===== src/rtl/usw_pkg.sv =====
`timescale 1ns / 1ps
`default_nettype none

package usw_pkg;

  localparam int MAX_DIM     = 256;
  localparam int MIN_DIM     = 2;
  localparam int CNT_W       = $clog2(MAX_DIM);
  localparam int DIM_W       = CNT_W + 1;
  localparam int FLUX_W      = 32;
  localparam int SPACE_W     = 32;
  localparam int IDX_W       = 16;
  localparam int COEFF_W     = 48;
  localparam int PROD_W      = FLUX_W + SPACE_W;
  localparam int FRAC_W      = 16;
  localparam int CFG_IDX_W   = 4;
  localparam int CFG_DATA_W  = 32;
  localparam int QUEUE_DEPTH = 2;
  localparam int QPTR_W      = $clog2(QUEUE_DEPTH);
  localparam int QCNT_W      = $clog2(QUEUE_DEPTH + 1);

  localparam logic [DIM_W-1:0]   DIM_RESET   = DIM_W'(MAX_DIM);
  localparam logic [SPACE_W-1:0] SPACE_RESET = SPACE_W'(65536);

  typedef enum logic [CFG_IDX_W-1:0] {
    REG_GRID_WIDTH  = CFG_IDX_W'(0),
    REG_GRID_HEIGHT = CFG_IDX_W'(1),
    REG_SPACING_X   = CFG_IDX_W'(2),
    REG_SPACING_Y   = CFG_IDX_W'(3)
  } usw_reg_t;

  // One classified cell: its linear row index, the four neighbor columns and
  // the six face magnitudes that the back end multiplies.
  typedef struct packed {
    logic [IDX_W-1:0]  row;
    logic [IDX_W-1:0]  col_xp;
    logic [IDX_W-1:0]  col_xm;
    logic [IDX_W-1:0]  col_yp;
    logic [IDX_W-1:0]  col_yn;
    logic [FLUX_W-1:0] mag_dx;
    logic [FLUX_W-1:0] mag_dy;
    logic [FLUX_W-1:0] mag_xp;
    logic [FLUX_W-1:0] mag_xm;
    logic [FLUX_W-1:0] mag_yp;
    logic [FLUX_W-1:0] mag_yn;
  } usw_cell_t;

  typedef struct packed {
    logic full;
    logic empty;
  } usw_qstat_t;

endpackage

`default_nettype wire


===== src/rtl/usw_fifo.sv =====
`timescale 1ns / 1ps
`default_nettype none

module usw_fifo (
  input  wire logic                clk,
  input  wire logic                rst_n,
  input  wire logic                push,
  input  wire usw_pkg::usw_cell_t  push_cell,
  input  wire logic                pop,
  output usw_pkg::usw_cell_t       head_cell,
  output usw_pkg::usw_qstat_t      q_stat
);

  localparam int PW = usw_pkg::QPTR_W;
  localparam int CW = usw_pkg::QCNT_W;
  localparam int DEPTH = usw_pkg::QUEUE_DEPTH;

  usw_pkg::usw_cell_t mem_r [DEPTH];
  logic [PW-1:0] wr_ptr_r, rd_ptr_r;
  logic [CW-1:0] count_r;

  function automatic logic [PW-1:0] bump(input logic [PW-1:0] p);
    return (p == PW'(DEPTH - 1)) ? '0 : p + PW'(1);
  endfunction

  assign head_cell    = mem_r[rd_ptr_r];
  assign q_stat.full  = (count_r == CW'(DEPTH));
  assign q_stat.empty = (count_r == '0);

  always_ff @(posedge clk) begin
    if (push) begin
      mem_r[wr_ptr_r] <= push_cell;
    end
  end

  always_ff @(posedge clk) begin
    if (!rst_n) begin
      wr_ptr_r <= '0;
      rd_ptr_r <= '0;
      count_r  <= '0;
    end else begin
      if (push) wr_ptr_r <= bump(wr_ptr_r);
      if (pop)  rd_ptr_r <= bump(rd_ptr_r);
      if (push && !pop)      count_r <= count_r + CW'(1);
      else if (pop && !push) count_r <= count_r - CW'(1);
    end
  end

endmodule

`default_nettype wire


===== config.mk =====
export PLATFORM = sky130hd
export DESIGN_NAME = usw_fifo
export DESIGN_NICKNAME = d
export VERILOG_FILES = /design/src/rtl/usw_pkg.sv /design/src/rtl/usw_fifo.sv
export SDC_FILE = /design/constraint.sdc
export NUM_CORES = 1
export LEC_CHECK = 0
export ABC_CLOCK_PERIOD_IN_PS = 42400
export BUFFER_PORTS_ARGS = -buffer_cell sky130_fd_sc_hd__buf_2
export CORE_MARGIN = 8
export CORE_UTILIZATION = 45
export CTS_CLUSTER_SIZE = 20
export DETAILED_ROUTE_END_ITERATION = 10
export PLACE_DENSITY = 0.68
export SLEW_MARGIN = 20
export SYNTH_ARGS = -nofsm -noshare
export SYNTH_HDL_FRONTEND = slang
export SYNTH_SLANG_ARGS = --single-unit

===== constraint.sdc =====
create_clock -name clk -period 42.4 [get_ports clk]
set_input_delay 4.24 -clock clk [delete_from_list [all_inputs] [get_ports clk]]
set_output_delay 4.24 -clock clk [all_outputs]
set_load 0.03 [all_outputs]

After elaboration in Yosys (flattened, before gate mapping)
Memories as Yosys holds them, arrays and structs flattened. A register that Yosys moved wholly into a read port is not among the register bits.
Cells that the tools add are included.
{"block": "classes", "add_sub_neg": 4, "reduce_logical": 6, "multipliers": 0, "div": 0, "bitwise": 0, "order_cmp": 0, "n_eq_ne": 1, "n_shift": 0, "n_mux": 8}
{"op": "$mux 1", "count": 6}
{"op": "$mux 2", "count": 2}
{"op": "$add 1x1->1 const B", "count": 2}
{"op": "$add 2x1->2 const B", "count": 1}
{"op": "$eq 2x2->1 const B", "count": 1}
{"op": "$logic_and 1x1->1", "count": 2}
{"op": "$logic_not 1->1", "count": 2}
{"op": "$logic_not 2->1", "count": 1}
{"op": "$reduce_bool 2->1", "count": 1}
{"op": "$sub 2x1->2 const B", "count": 1}
{"block": "word_totals", "register_bits": 4, "latch_bits": 0, "out_inout_bits": 274, "mem_count": 1, "wordCells": 23, "ramBits": 544, "rom_bits": 0}
{"name": "mem_r", "depth": 2, "word_bits": 272, "read_ports": 1, "rd_clocked_by_memory_dff": 1, "wr": 1, "line_no": "usw_fifo.sv:18", "text": "usw_pkg::usw_cell_t mem_r [DEPTH];"}

Depth between registers and ports, before layout
{"block": "logic_depth", "ltp_word": 4, "ltp_mapped": 5}

Worst setup path before layout
No wires, ideal clock.
{"block": "synth_path", "kind": "in2reg", "start": "input push", "end": "register wr_ptr_r", "t_required_ns": 42.286, "path_stages": 2, "arrival_time_ns": 16.858, "n_path_buf": 0, "setup_ns": 0.114, "path_slack_ns": 25.428, "path_cell_list": "nor2b_1 -> o21a_1"}
{"element": "start, declared", "line_no": "usw_fifo.sv:7", "text": "input wire logic push,"}
{"element": "end signal, assigned", "line_no": "usw_fifo.sv:42", "text": "if (push) wr_ptr_r <= bump(wr_ptr_r);"}
{"element": "end, declared", "line_no": "usw_fifo.sv:19", "text": "logic [PW-1:0] wr_ptr_r, rd_ptr_r;"}

==> results.toml <==
[run_status]
status = "finished, final reports clean"

[layout]
drive_gt1_share_pct = 61.2
fin_nets = 1729
fin_area_um2 = 25300
synthToLayoutAreaGrowth_pct = 25.4
stdcell_count = 2100

[timing]
layout_min_cycle_time_ns = 7.39
slew_viol_final = 0
fmax_mhz = 135
worst_pin_slew_ns = 1.28
slew_headroom_pct = 14.7
final_hold_viol_count = 0
timing.final.crit_share_pct = 17.4
rsz0062_at_grt = "no"
clock_skew_ns = 0.0137
setup_viol = 0
setup-tns-final_ns = 0
hold_ws_ns = 0.580

[drt]
routedWlPerCell_um = 21.9
vias = 10278
vias_per_cell = 4.89
dr.pass1.iters = 4
drt_iter0_markers = 611
drt_drc_violations_left = 0
antenna_left = 0
drt_wl_total_mm = 46.0

[clocking]
cts.clk_slew.worst_paths_ns = 0.06
cts-resized-gates = 0
cts_tree = "yes"
cts_buffers = 54
cts.sinks = 549
cts.htree.levels = 2
cts_root_buffer = "clkbuf_16"
hold_buffers = 0
cts_buffer_depth = 3
clock_latency_ns = 0.57
cts_setup_buffers = 0

[critical_path]
r2r-end = "mem_r[0][231]$_DFFE_PP_"
endpoint = "head_cell[90]"
startpoint_type = "flop"
crit_arrival_ns = 3.15
r2r_start = "wr_ptr_r$_SDFFE_PN0P_"
r2r_cells = 4
crit_required_ns = 38.16
crit_type = "reg -> out"
r2r_slack_ns = 39.05
endpoint_kind = "output port"
cp_max_fo = 146

[floorplan]
io_pins = 550
rows = 77
die_area_um2 = 51800
start_util_pct = 45.6
core_region_area_um2 = 44200
die_w_um = 228
fp.dieH_um = 228

[global_routing]
grt_pass1_vias = 10960
grt_usage_pct = 16.8
grt_overflow_total = 0
grt_pass1_wl_mm = 65.1
grt_max_degree = 147
antenna_found_initial = 19

[place]
place_inst = 1988
routabilityCongestion = 0.746
io_buffers = 549
placed_area_um2 = 23500
hpwlAfterDp_mm = 32.3

[synthesis]
syn_nets = 1145
ys_seq_elements = 549
yosys_warnings = 0
synth_cells = 868
netlist_area_um2 = 20100
synth_cell_type_count = 18
ys_top_cells_by_area = "edfxtp_1 (81%), mux2_2 (11%), mux2_4 (6.0%), buf_6 (0.50%), dfxtp_1 (0.50%)"
yosys.area.top_type_share_pct = 81.1
synth_area_per_cell_um2 = 23.2
yosys.area.top_type = "edfxtp_1"
yosysSeqAreaShare_pct = 81.6

[pwr]
p_per_area_nw_per_um2 = 50.2
ir_drop_mv = 0.0338
power.leakage_nw = 9.58

[min_path]
min-delay-path-class = "reg -> reg"

[run]
drv_cap = 0
-- per-stage QoR --
stage / utilization, % / power, mW / worst slack [ns]
after floorplan: - / 0.771 / 25.43
after CTS: 57.1 / 1.28 / 34.99
final: 57.1 / 1.27 / 35.01
after detailed placement: 53.1 / 0.819 / 34.96
after global placement: 53.1 / 0.817 / 34.94
after global routing: 57.1 / 1.31 / 34.90
-- worst min-delay path by stage --
| stage | startpoint | end | slack, ns | cells after the start |
|---|---|---|---|---|
| floorplan | count_r[1]$_SDFFE_PN0P_ | count_r[1]$_SDFFE_PN0P_ | 0.47 | 2 |
| global placement | count_r[1]$_SDFFE_PN0P_ | count_r[1]$_SDFFE_PN0P_ | 0.50 | 2 |
| detailed placement | count_r[1]$_SDFFE_PN0P_ | count_r[1]$_SDFFE_PN0P_ | 0.57 | 2 |
| CTS | count_r[1]$_SDFFE_PN0P_ | count_r[1]$_SDFFE_PN0P_ | 0.58 | 2 |
| global route | rd_ptr_r$_SDFFE_PN0P_ | flop | 0.63 | 2 |
| finish | count_r[1]$_SDFFE_PN0P_ | count_r[1]$_SDFFE_PN0P_ | 0.58 | 2 |
-- cell usage in the layout (no fill, tap or decap), types with 2 or more instances in the layout --
cell type   Yosys  final
and2_1          4      3
buf_2          10    549
buf_4          11      8
bufinv_16       0      5
clkbuf_1        0      6
clkbuf_16       0     55
clkbuf_8        0      3
clkinv_1        0     10
clkinv_2        0     12
clkinvlp_4      0      4
dfxtp_1         5      4
diode_2         0     15
edfxtp_1      544    544
inv_6           0      2
mux2_2        192    192
mux2_4         80     80
nor2b_1         3      2
xor2_1          2      2
-- layout make-up --
class / count / area (um^2)
diodes: 15 / 37.5
fillers: 3395 / 19000
clock buffers: 64 / 1440
multi-input cells: 288 / 3490
well taps: 592 / 741
repair buffers: 558 / 2830
flip-flops and latches: 549 / 16400
clock inverters: 33 / 295
inverters: 1 / 3.75
-- synth_stat cells, drive strengths merged --
cell type,number
o21a,1
a21boi,1
xor2,2
mux2,272
dfxtp,5
edfxtp,544
or3,1
xnor2,1
ha,1
inv,1
and2,4
nor2b,3
buf,30
o21ai,1
nor2,1
-- per-layer routing --
layer  wire length, um  GRT usage, %  share of wire [%]  vias up
met5                92             0               0.20        -
met4              1300          6.68                2.8       14
met3              4880          6.42                 11       83
met2             22800          28.1                 50      423
met1             16900          19.4                 37     5084
li1                  -             -                  -     4674
-- state kept, by name, summed over array words and instances (netlist names), named ones only --
name      cells
rd_ptr_r      1
mem_r       544
count_r       2
wr_ptr_r      1
-- critical path, stage by stage, from the launching register on --
cell and delay (ns):
dfxtp_4 0.92, buf_12 0.52, mux2_2 0.43, buf_2 0.18
-- where the power goes --
group / internal (mW) / switching [mW] / total, mW
registers: 0.628 / 0.00833 / 0.637
logic: 0.0610 / 0.108 / 0.169
clock network: 0.272 / 0.191 / 0.463
-- logic make-up (layout without fill, tap and decap cells) --
logic type | after synthesis | count (layout) | share of synthesized area [%]
DFF | 549 | 549 | 81.6
muxes | 272 | 272 | 16.7
buffers and inverters | 31 | 656 | 1.18
and+or+nand+nor | 9 | 9 | 0.267
AOI/OAI and AO/OA | 3 | 3 | 0.0994
xor gates and xnor gates | 3 | 3 | 0.130
adders and majority gates | 1 | 1 | 0.0621
other | 0 | 15 | 0
Note: power is estimated with default switching activity, not from simulation.
