[src/rtl/usw_pkg.sv]
`timescale 1ns / 1ps
`default_nettype none

package usw_pkg;

  localparam int MAX_DIM     = 256;
  localparam int MIN_DIM     = 2;
  localparam int CNT_W       = $clog2(MAX_DIM);
  localparam int DIM_W       = CNT_W + 1;
  localparam int FLUX_W      = 32;
  localparam int SPACE_W     = 32;
  localparam int IDX_W       = 16;
  localparam int COEFF_W     = 48;
  localparam int PROD_W      = FLUX_W + SPACE_W;
  localparam int FRAC_W      = 16;
  localparam int CFG_IDX_W   = 4;
  localparam int CFG_DATA_W  = 32;
  localparam int QUEUE_DEPTH = 2;
  localparam int QPTR_W      = $clog2(QUEUE_DEPTH);
  localparam int QCNT_W      = $clog2(QUEUE_DEPTH + 1);

  localparam logic [DIM_W-1:0]   DIM_RESET   = DIM_W'(MAX_DIM);
  localparam logic [SPACE_W-1:0] SPACE_RESET = SPACE_W'(65536);

  typedef enum logic [CFG_IDX_W-1:0] {
    REG_GRID_WIDTH  = CFG_IDX_W'(0),
    REG_GRID_HEIGHT = CFG_IDX_W'(1),
    REG_SPACING_X   = CFG_IDX_W'(2),
    REG_SPACING_Y   = CFG_IDX_W'(3)
  } usw_reg_t;

  // One classified cell: its linear row index, the four neighbor columns and
  // the six face magnitudes that the back end multiplies.
  typedef struct packed {
    logic [IDX_W-1:0]  row;
    logic [IDX_W-1:0]  col_xp;
    logic [IDX_W-1:0]  col_xm;
    logic [IDX_W-1:0]  col_yp;
    logic [IDX_W-1:0]  col_yn;
    logic [FLUX_W-1:0] mag_dx;
    logic [FLUX_W-1:0] mag_dy;
    logic [FLUX_W-1:0] mag_xp;
    logic [FLUX_W-1:0] mag_xm;
    logic [FLUX_W-1:0] mag_yp;
    logic [FLUX_W-1:0] mag_yn;
  } usw_cell_t;

  typedef struct packed {
    logic full;
    logic empty;
  } usw_qstat_t;

endpackage

`default_nettype wire

[src/rtl/usw_if.sv]
`timescale 1ns / 1ps
`default_nettype none

interface usw_in_if;
  logic                              valid;
  logic                              ready;
  logic signed [usw_pkg::FLUX_W-1:0] flux_x_plus;
  logic signed [usw_pkg::FLUX_W-1:0] flux_y_plus;
  logic signed [usw_pkg::FLUX_W-1:0] flux_x_minus;
  logic signed [usw_pkg::FLUX_W-1:0] flux_y_minus;

  modport source (output valid, flux_x_plus, flux_y_plus, flux_x_minus, flux_y_minus,
                  input ready);
  modport sink (input valid, flux_x_plus, flux_y_plus, flux_x_minus, flux_y_minus,
                output ready);
endinterface


`default_nettype wire

[src/rtl/usw_front.sv]
`timescale 1ns / 1ps
`default_nettype none

module usw_front (
  input  wire logic                           clk,
  input  wire logic                           rst_n,
  usw_in_if.sink                              in_chan,
  input  wire logic [usw_pkg::DIM_W-1:0]      grid_width,
  input  wire logic [usw_pkg::DIM_W-1:0]      grid_height,
  input  wire usw_pkg::usw_qstat_t            q_stat,
  output logic                                push,
  output usw_pkg::usw_cell_t                  push_cell
);

  localparam int CW = usw_pkg::CNT_W;
  localparam int DW = usw_pkg::DIM_W;
  localparam int IW = usw_pkg::IDX_W;
  localparam int FW = usw_pkg::FLUX_W;
  localparam int MW = CW + DW;

  logic [CW-1:0] cell_x_r, cell_x_nxt;
  logic [CW-1:0] cell_y_r, cell_y_nxt;

  logic [DW-1:0] w, h, w_m1, h_m1;
  logic [CW-1:0] x, y, xp, xn, yp, yn;
  logic [MW-1:0] yw, ypw, ynw;
  logic [FW-1:0] pos_xp, neg_xp, pos_xm, neg_xm;
  logic [FW-1:0] pos_yp, neg_yp, pos_ym, neg_ym;

  function automatic logic [DW-1:0] clamp_dim(input logic [DW-1:0] v);
    logic [DW-1:0] r;
    if (v < DW'(usw_pkg::MIN_DIM))      r = DW'(usw_pkg::MIN_DIM);
    else if (v > DW'(usw_pkg::MAX_DIM)) r = DW'(usw_pkg::MAX_DIM);
    else                                r = v;
    return r;
  endfunction

  function automatic logic [FW-1:0] pos_part(input logic [FW-1:0] g);
    return g[FW-1] ? '0 : g;
  endfunction

  // The negation of the most negative value is its own bit pattern, read as unsigned.
  function automatic logic [FW-1:0] neg_part(input logic [FW-1:0] g);
    return g[FW-1] ? (~g + FW'(1)) : '0;
  endfunction

  assign in_chan.ready = !q_stat.full;
  assign push          = in_chan.valid && in_chan.ready;

  always_comb begin
    w    = clamp_dim(grid_width);
    h    = clamp_dim(grid_height);
    w_m1 = w - DW'(1);
    h_m1 = h - DW'(1);

    // A counter left beyond a grid that has since shrunk restarts at zero.
    x = ({1'b0, cell_x_r} >= w) ? '0 : cell_x_r;
    y = ({1'b0, cell_y_r} >= h) ? '0 : cell_y_r;

    xp = ({1'b0, x} == w_m1) ? '0 : x + CW'(1);
    xn = (x == '0) ? w_m1[CW-1:0] : x - CW'(1);
    yp = ({1'b0, y} == h_m1) ? '0 : y + CW'(1);
    yn = (y == '0) ? h_m1[CW-1:0] : y - CW'(1);

    yw  = MW'(y)  * MW'(w);
    ypw = MW'(yp) * MW'(w);
    ynw = MW'(yn) * MW'(w);

    pos_xp = pos_part(in_chan.flux_x_plus);
    neg_xp = neg_part(in_chan.flux_x_plus);
    pos_xm = pos_part(in_chan.flux_x_minus);
    neg_xm = neg_part(in_chan.flux_x_minus);
    pos_yp = pos_part(in_chan.flux_y_plus);
    neg_yp = neg_part(in_chan.flux_y_plus);
    pos_ym = pos_part(in_chan.flux_y_minus);
    neg_ym = neg_part(in_chan.flux_y_minus);

    push_cell.row    = yw[IW-1:0]  + IW'(x);
    push_cell.col_xp = yw[IW-1:0]  + IW'(xp);
    push_cell.col_xm = yw[IW-1:0]  + IW'(xn);
    push_cell.col_yp = ypw[IW-1:0] + IW'(x);
    push_cell.col_yn = ynw[IW-1:0] + IW'(x);
    push_cell.mag_dx = pos_xp + neg_xm;
    push_cell.mag_dy = pos_yp + neg_ym;
    push_cell.mag_xp = neg_xp;
    push_cell.mag_xm = pos_xm;
    push_cell.mag_yp = neg_yp;
    push_cell.mag_yn = pos_ym;

    cell_x_nxt = xp;
    cell_y_nxt = ({1'b0, x} == w_m1) ? yp : y;
  end

  always_ff @(posedge clk) begin
    if (!rst_n) begin
      cell_x_r <= '0;
      cell_y_r <= '0;
    end else if (push) begin
      cell_x_r <= cell_x_nxt;
      cell_y_r <= cell_y_nxt;
    end
  end

endmodule

`default_nettype wire

[src/flat_wrapper.sv]
// flat-port wrapper written by rule: the top's interface ports become plain ports
module usw_front_flat 
  (clk, rst_n, grid_width, grid_height, q_stat, push, push_cell, in_chan_valid, in_chan_flux_x_plus, in_chan_flux_y_plus, in_chan_flux_x_minus, in_chan_flux_y_minus, in_chan_ready);
  usw_in_if in_chan_i ();
  input  wire logic clk;
  input  wire logic rst_n;
  input  wire logic [usw_pkg::DIM_W-1:0] grid_width;
  input  wire logic [usw_pkg::DIM_W-1:0] grid_height;
  input  wire usw_pkg::usw_qstat_t q_stat;
  output logic push;
  output usw_pkg::usw_cell_t push_cell;
  input wire logic [$bits(in_chan_i.valid)-1:0] in_chan_valid;
  input wire logic [$bits(in_chan_i.flux_x_plus)-1:0] in_chan_flux_x_plus;
  input wire logic [$bits(in_chan_i.flux_y_plus)-1:0] in_chan_flux_y_plus;
  input wire logic [$bits(in_chan_i.flux_x_minus)-1:0] in_chan_flux_x_minus;
  input wire logic [$bits(in_chan_i.flux_y_minus)-1:0] in_chan_flux_y_minus;
  output wire logic [$bits(in_chan_i.ready)-1:0] in_chan_ready;
  assign in_chan_i.valid = in_chan_valid;
  assign in_chan_i.flux_x_plus = in_chan_flux_x_plus;
  assign in_chan_i.flux_y_plus = in_chan_flux_y_plus;
  assign in_chan_i.flux_x_minus = in_chan_flux_x_minus;
  assign in_chan_i.flux_y_minus = in_chan_flux_y_minus;
  assign in_chan_ready = in_chan_i.ready;
  usw_front u_core (.clk(clk), .rst_n(rst_n), .in_chan(in_chan_i), .grid_width(grid_width), .grid_height(grid_height), .q_stat(q_stat), .push(push), .push_cell(push_cell));
endmodule
[config.mk]
export PLATFORM = sky130hd
export DESIGN_NAME = usw_front_flat
export DESIGN_NICKNAME = d
export VERILOG_FILES = /design/src/rtl/usw_pkg.sv /design/src/rtl/usw_if.sv /design/src/rtl/usw_front.sv /design/src/flat_wrapper.sv
export SDC_FILE = /design/constraint.sdc
export NUM_CORES = 1
export LEC_CHECK = 0
export ABC_AREA = 1
export BUFFER_PORTS_ARGS = -buffer_cell sky130_fd_sc_hd__buf_2
export CORE_UTILIZATION = 52
export CTS_BUF_LIST = sky130_fd_sc_hd__clkbuf_8
export DETAILED_ROUTE_END_ITERATION = 7
export PLACE_DENSITY = 0.86
export SYNTH_ARGS = -nofsm -noshare
export SYNTH_HDL_FRONTEND = slang
export SYNTH_SLANG_ARGS = --single-unit
[constraint.sdc]
create_clock -name clk -period 10.04 [get_ports clk]
set_input_delay 2.008 -clock clk [delete_from_list [all_inputs] [get_ports clk]]
set_output_delay 2.008 -clock clk [all_outputs]
set_load 0.01 [all_outputs]
# [Word-level counts from Yosys, hierarchy flattened]
# Cells that the tools add are included.
[classes] n_addsub=17 n_mul=3 magnitude_cmp=6 n_eq_ne=2 muxes=19 n_bitwise=4 n_reduce_logical=4
[ops] operator="$add A32 B1 Y32 const B" count=4
[ops] operator="$mux W32" count=4
[ops] operator="$not A32 Y32" count=4
[ops] operator="$mux W31" count=4
[ops] operator="$add A16 B8 Y16" count=5
[ops] operator="$add A32 B32 Y32" count=2
[ops] operator="$mux W8" count=7
[ops] operator="$mul A8 B9 Y16" count=3
[ops] operator="$mux W9" count=4
[ops] operator="$eq A8 B9 Y1" count=2
[ops] operator="$ge A8 B9 Y1" count=2
[ops] operator="$gt A9 B9 Y1 const B" count=2
[ops] operator="$lt A9 B2 Y1 const B" count=2
[ops] operator="$sub A9 B1 Y9 const B" count=2
[ops] operator="$add A8 B1 Y8 const B" count=2
[ops] operator="$logic_not A8 Y1" count=2
[ops] operator="$sub A8 B1 Y8 const B" count=2
[ops] operator="$logic_and A1 B1 Y1" count=1
[ops] operator="$logic_not A1 Y1" count=1
[word_totals] regBits=16 in_bits=151 out_inout_bits=274 wordCells=57

# [Longest topological paths before layout]
[logic_depth] ltp_word=9 ltp_mapped=43 ltp_nobuf=41

# [Least setup slack after synthesis]
# No wires, ideal clock.
[synth_path] path_type="input -> output" startpoint="in grid_height[5] (netlist name)" endpoint="out push_cell[207] (netlist name)" arrival_time_ns=8.500 required_time_ns=8.032 slack_ns=-0.468 stages=38 path_buffers=1 cell_sequence="nor2_1 nand4_1 nand2_1 buf_2 nand2_1 ha_1 nand2_1 nand2_1 a21boi_2 nand4_4 nor2_4 clkinv_1 ha_1 nand3_1 nor2_2 inv_1 o21ai_0 o21ai_1 [2 not listed] fa_1 fa_1 inv_1 fa_1 inv_1 fa_1 inv_1 ha_1 nand2_1 o21ai_0 nor2_1 o21ai_0 nand3_1 nand2_1 a21oi_1 o21bai_1 xnor2_1 xnor2_1"
[synth_lines] item="start, declared" line="flat_wrapper.sv:8" source="input wire logic [usw_pkg::DIM_W-1:0] grid_height;"
[synth_lines] item="end, declared" line="flat_wrapper.sv:11" source="output usw_pkg::usw_cell_t push_cell;"

==> reports/results.txt <==
For this run, the number of Yosys warnings is 0. Post-route clock skew: 0.0110 ns. After synthesis, the largest family of logic cells by area is adder cells. The compound-gate portion of the synthesized area was 0.140; the routability congestion estimate was 0.999. Along the worst path, the maximum fanout reaches 8.

In the synthesized netlist, the number of instances is 2933. For the pin with the worst max-slew slack, the measured transition is 1.29 ns. For the global-route usage over all layers, the log shows 0.366.

After the flow finishes, the layout carries non-filler instances totaling 4057. The initial antenna violation count was 3; the fraction of synthesized cell area in xor and xnor cells was 0.0815. In this run the power spent charging and discharging nets is 0.864 mW. The ratio of cells with drive above 1 in the final layout is 0.288.

The run gives 2 as the number of buffers on the longest clock path. The HPWL after detailed placement is 49.4 mm. The ratio of routed vias to standard cells is 5.62. Residual DRC count: 10.

STA classifies the critical path startpoint as an input pin. Cell type group with the largest total delay on the critical path: adder cells. The run gives 0 as the total count of max-transition violations in the final report. The per-instance average area after synthesis was 6.01 um2; the synthesized-area fraction occupied by and/or/nand/nor cells was 0.296. For this design the static power due to leakage is 13.7 nW.

The number of nets in the finished design was 4124. The tools report the beginning of the worst register-to-register path as u_core.cell_x_r[7]. The worst setup path is of the input pin to primary output kind. After routing the design area is 24200 um2.

The flow ran to the end, but the final reports show violations. Measured along the x axis, the die boundary spans 186 um. TritonCTS built the clock tree.

The tools report the kind of end point of the critical path as a primary output. Number of nets still failing antenna checks after routing: 0. The number of DRC markers in iteration 0 came out at 2393.

The area of the placeable core came out at 33400 um2. The tools report the terminating pin of the worst hold path as u_core.cell_y_r[0]. The logs give 8 for the number of detailed-routing iterations run before antenna repair and 16 for the clock sink total. Relative to the synthesized area, the layout overhead comes to 37.4%. Setup repair after global routing could not meet its margin everywhere. After clock tree synthesis, the clock-pin slew on the worst setup and hold paths is 0.06 ns. The summed instance area of the synthesized netlist was 17600 um2; the number of register bits inferred by synthesis was 16.

In this run the count of I/O pins placed on the die edge is 425. The sequential group share of total power was 0.044. The count of distinct cell types in the synthesized netlist was 50; the number of buffers and inverters on the critical path was 9. For the worst setup path, the data required time is 8.03 ns. Post-layout worst setup margin: -0.750 ns. The hold path depth works out to 2. The tree is rooted in a sky130_fd_sc_hd__clkbuf_8. The clock insertion delay at the later pin of the skew report is 0.26 ns.

For the standard-cell row count, the log shows 67. Power spread over the standard cell area amounts to 64.4 nW/um2. The area of the die is 34600 um2, and the floorplan die height is 186 um.

Data on the critical path arrives at its endpoint at 8.78 ns. Switching fraction of total power: 0.554. The final-report hold violation count is 0.

Among all flip-flop cells after synthesis, the most frequent one is sky130_fd_sc_hd__dfxtp_1. The tools report the cell-internal power as 0.695 mW. The post-synthesis async set-or-reset flop share is 0, and the total routed wirelength is 70.0 mm. The placed instances occupy a cell area of 22000 um2.

The multiplexer area fraction after synthesis was 0; the ratio of final minimum period to clock period was 1.07. In this run the critical register-to-register path is captured at u_core.cell_x_r[3]. The run gives 6.33 ns as the register-to-register setup slack. In this run the worst hold path is classified as flop to flop.

The largest single stage delay on the critical path is 0.54 ns. Counting the buffers created by CTS gives 3. The first global-routing pass estimated 101 mm of wire.

Across the run, the number of max-cap violations was 0. The arithmetic-cell share of the synthesized area counting full adders, half adders and majority gates came out at 0.321. The final reports fail on design-rule violations, negative setup slack. Number of global-route vias before repair: 21303.

Average wire per cell in the routed design: 17.3 um. After filler insertion, the fill cell instance count of the layout stands at 2585. The number of synthesized flops with an enable pin is 0, and the overall overflow remaining after global route is 0. The slowest library cell on the worst path is sky130_fd_sc_hd__fa_1. Summing over every cut layer, the via total after detailed routing is 22811. Once placement completed, the tool counted placed cells totaling 3981. The minimum clock period after layout is 10.79 ns, and the maximum clock rate is 92.7 MHz.

The cts-stage hold buffer count is 0. The tools report the sequential share of the synthesized area as 0.0182. The tools report the hold path startpoint as u_core.cell_y_r[0]. The sequential cell area was 320 um2; the area used by multi-input combinational logic was 16300 um2.

During placement, the flow inserted port buffers numbering 421. The logs give 1 for the number of levels in the clock H-tree and 58 for the largest net degree at the start of global routing. The proportion of power drawn by combinational gates was 0.923; the starting utilization of the core area was 0.527. Setup violations remaining at the end of the flow were counted as 50. The tools report the worst max-slew margin expressed relative to the limit as 0.133. The worst vdd rail ir drop was 100 uV. The power share of the clock group is 0.034.

The depth of the worst register-to-register path works out to 16.
worst max-delay path by stage:
stage | from | end | cells after the start
after global routing | grid_height[5] | push_cell[223] | 37
after CTS | grid_height[3] | push_cell[207] | 44
after detailed placement | grid_height[4] | push_cell[207] | 39
final | grid_height[5] | push_cell[207] | 40
after floorplan | grid_height[4] | push_cell[207] | 38
after global placement | grid_height[4] | push_cell[207] | 38
registers in the layout, summed over array words and instances (netlist names):
name             count
u_core.cell_y_r      8
u_core.cell_x_r      8
area by class of cell:
class | instances | area share
antenna | 3 | 0.000310
clock buffer | 3 | 0.00171
inverter | 611 | 0.0959
multi-input combinational | 2252 | 0.673
sequential | 16 | 0.0132
tap | 448 | 0.0232
timing repair buffer | 724 | 0.193
kinds of logic after synthesis:
family,Yosys count
compound gates,461
xor+xnor,164
simple gates,1260
buf+inv,666
other cells,1
flops,16
fa+ha+maj,365
synth_stat cells (4+ instances only):
| library cell | number | area, um2 |
|---|---|---|
| sky130_fd_sc_hd__inv_1 | 602 | 2260 |
| sky130_fd_sc_hd__nand2_1 | 521 | 1960 |
| sky130_fd_sc_hd__nor2_1 | 480 | 1800 |
| sky130_fd_sc_hd__a21oi_1 | 239 | 1200 |
| sky130_fd_sc_hd__ha_1 | 221 | 2770 |
| sky130_fd_sc_hd__o21ai_0 | 156 | 781 |
| sky130_fd_sc_hd__fa_1 | 144 | 2880 |
| sky130_fd_sc_hd__nand3_1 | 121 | 606 |
| sky130_fd_sc_hd__xor2_1 | 116 | 1020 |
| sky130_fd_sc_hd__nor3_1 | 64 | 320 |
| sky130_fd_sc_hd__xnor2_1 | 48 | 420 |
| sky130_fd_sc_hd__clkbuf_1 | 42 | 158 |
| sky130_fd_sc_hd__nand4_1 | 25 | 156 |
| sky130_fd_sc_hd__nor4_1 | 19 | 119 |
| sky130_fd_sc_hd__dfxtp_1 | 16 | 320 |
| sky130_fd_sc_hd__o21a_1 | 16 | 120 |
| sky130_fd_sc_hd__a31oi_1 | 11 | 68.8 |
| sky130_fd_sc_hd__nor2_2 | 8 | 50.1 |
| sky130_fd_sc_hd__a211oi_1 | 6 | 45.0 |
| sky130_fd_sc_hd__buf_2 | 6 | 30.0 |
| sky130_fd_sc_hd__a21boi_0 | 5 | 37.5 |
| sky130_fd_sc_hd__clkinv_1 | 5 | 18.8 |
| sky130_fd_sc_hd__nand3b_1 | 5 | 37.5 |
| sky130_fd_sc_hd__or2_2 | 5 | 31.3 |
| sky130_fd_sc_hd__a21o_1 | 4 | 30.0 |
| sky130_fd_sc_hd__inv_2 | 4 | 15.0 |
| sky130_fd_sc_hd__o21bai_1 | 4 | 30.0 |
worst reg2reg max path: stages (launching register included):
cell and delay [ns]:
sky130_fd_sc_hd__dfxtp_1 0.46, sky130_fd_sc_hd__ha_1 0.29, sky130_fd_sc_hd__nand2_1 0.10, sky130_fd_sc_hd__a21oi_1 0.06
sky130_fd_sc_hd__nor2_1 0.16, sky130_fd_sc_hd__nand4_4 0.21, sky130_fd_sc_hd__inv_1 0.14, sky130_fd_sc_hd__nand2_1 0.23
sky130_fd_sc_hd__buf_4 0.25, sky130_fd_sc_hd__inv_1 0.17, sky130_fd_sc_hd__nand3_1 0.11, sky130_fd_sc_hd__nand2_1 0.10
sky130_fd_sc_hd__nor2_1 0.05, sky130_fd_sc_hd__nand3_2 0.34, sky130_fd_sc_hd__clkinv_1 0.40, sky130_fd_sc_hd__or2_2 0.44
sky130_fd_sc_hd__a21oi_1 0.13
power by group through the flow:
stage	combinational, mW	sequential, mW	clock [mW]
3_3_place_gp	1.17	0.0692	0
2_1_floorplan	0.701	0.0684	0
6_report	1.44	0.0683	0.0524
4_1_cts	1.32	0.0678	0.0495
3_5_place_dp	1.20	0.0692	0
5_1_grt	1.56	0.0681	0.0516
repair_timing:
action / in CTS / in global routing
setup endpoints to repair: 44 / 52
gates cloned: 0 / 0
pin swaps: 176 / 102
resized for setup: 267 / 117
buffers inserted: 52 / 23
through the flow:
step                power (mW)   util  setup WS, ns  TNS (ns)  hold WS (ns)
global placement          1.24  0.658        -0.547     -8.86         0.471
detailed placement        1.27  0.658        -0.643    -13.37         0.476
CTS                       1.43  0.702        -0.231     -1.17         0.485
finish                    1.56  0.724        -0.750    -20.62         0.497
floorplan                0.770      -       -0.0177   -0.0177         0.459
global route              1.68  0.724        -0.967    -28.66         0.526
per-layer routing:
layer | vias to the layer above | GRT usage | wire [um]
met2 | 1548 | 0.604 | 31900
met3 | 475 | 0.0779 | 7790
li1 | 10570 | - | -
met5 | - | 0.00148 | 0
met1 | 10218 | 0.427 | 25100
met4 | 0 | 0.239 | 5250
layout by cell type, fill, tap and decap left out, drive strengths merged, types with 19 or more instances in the layout:
| cell | n |
|---|---|
| o21ai | 157 |
| xor2 | 116 |
| nor4 | 19 |
| a21oi | 239 |
| nand3 | 123 |
| inv | 606 |
| nor2 | 490 |
| fa | 144 |
| nor3 | 64 |
| nand4 | 27 |
| ha | 221 |
| nand2 | 523 |
| buf | 724 |
| xnor2 | 48 |
No activity file was read; power rests on OpenSTA's default activity.
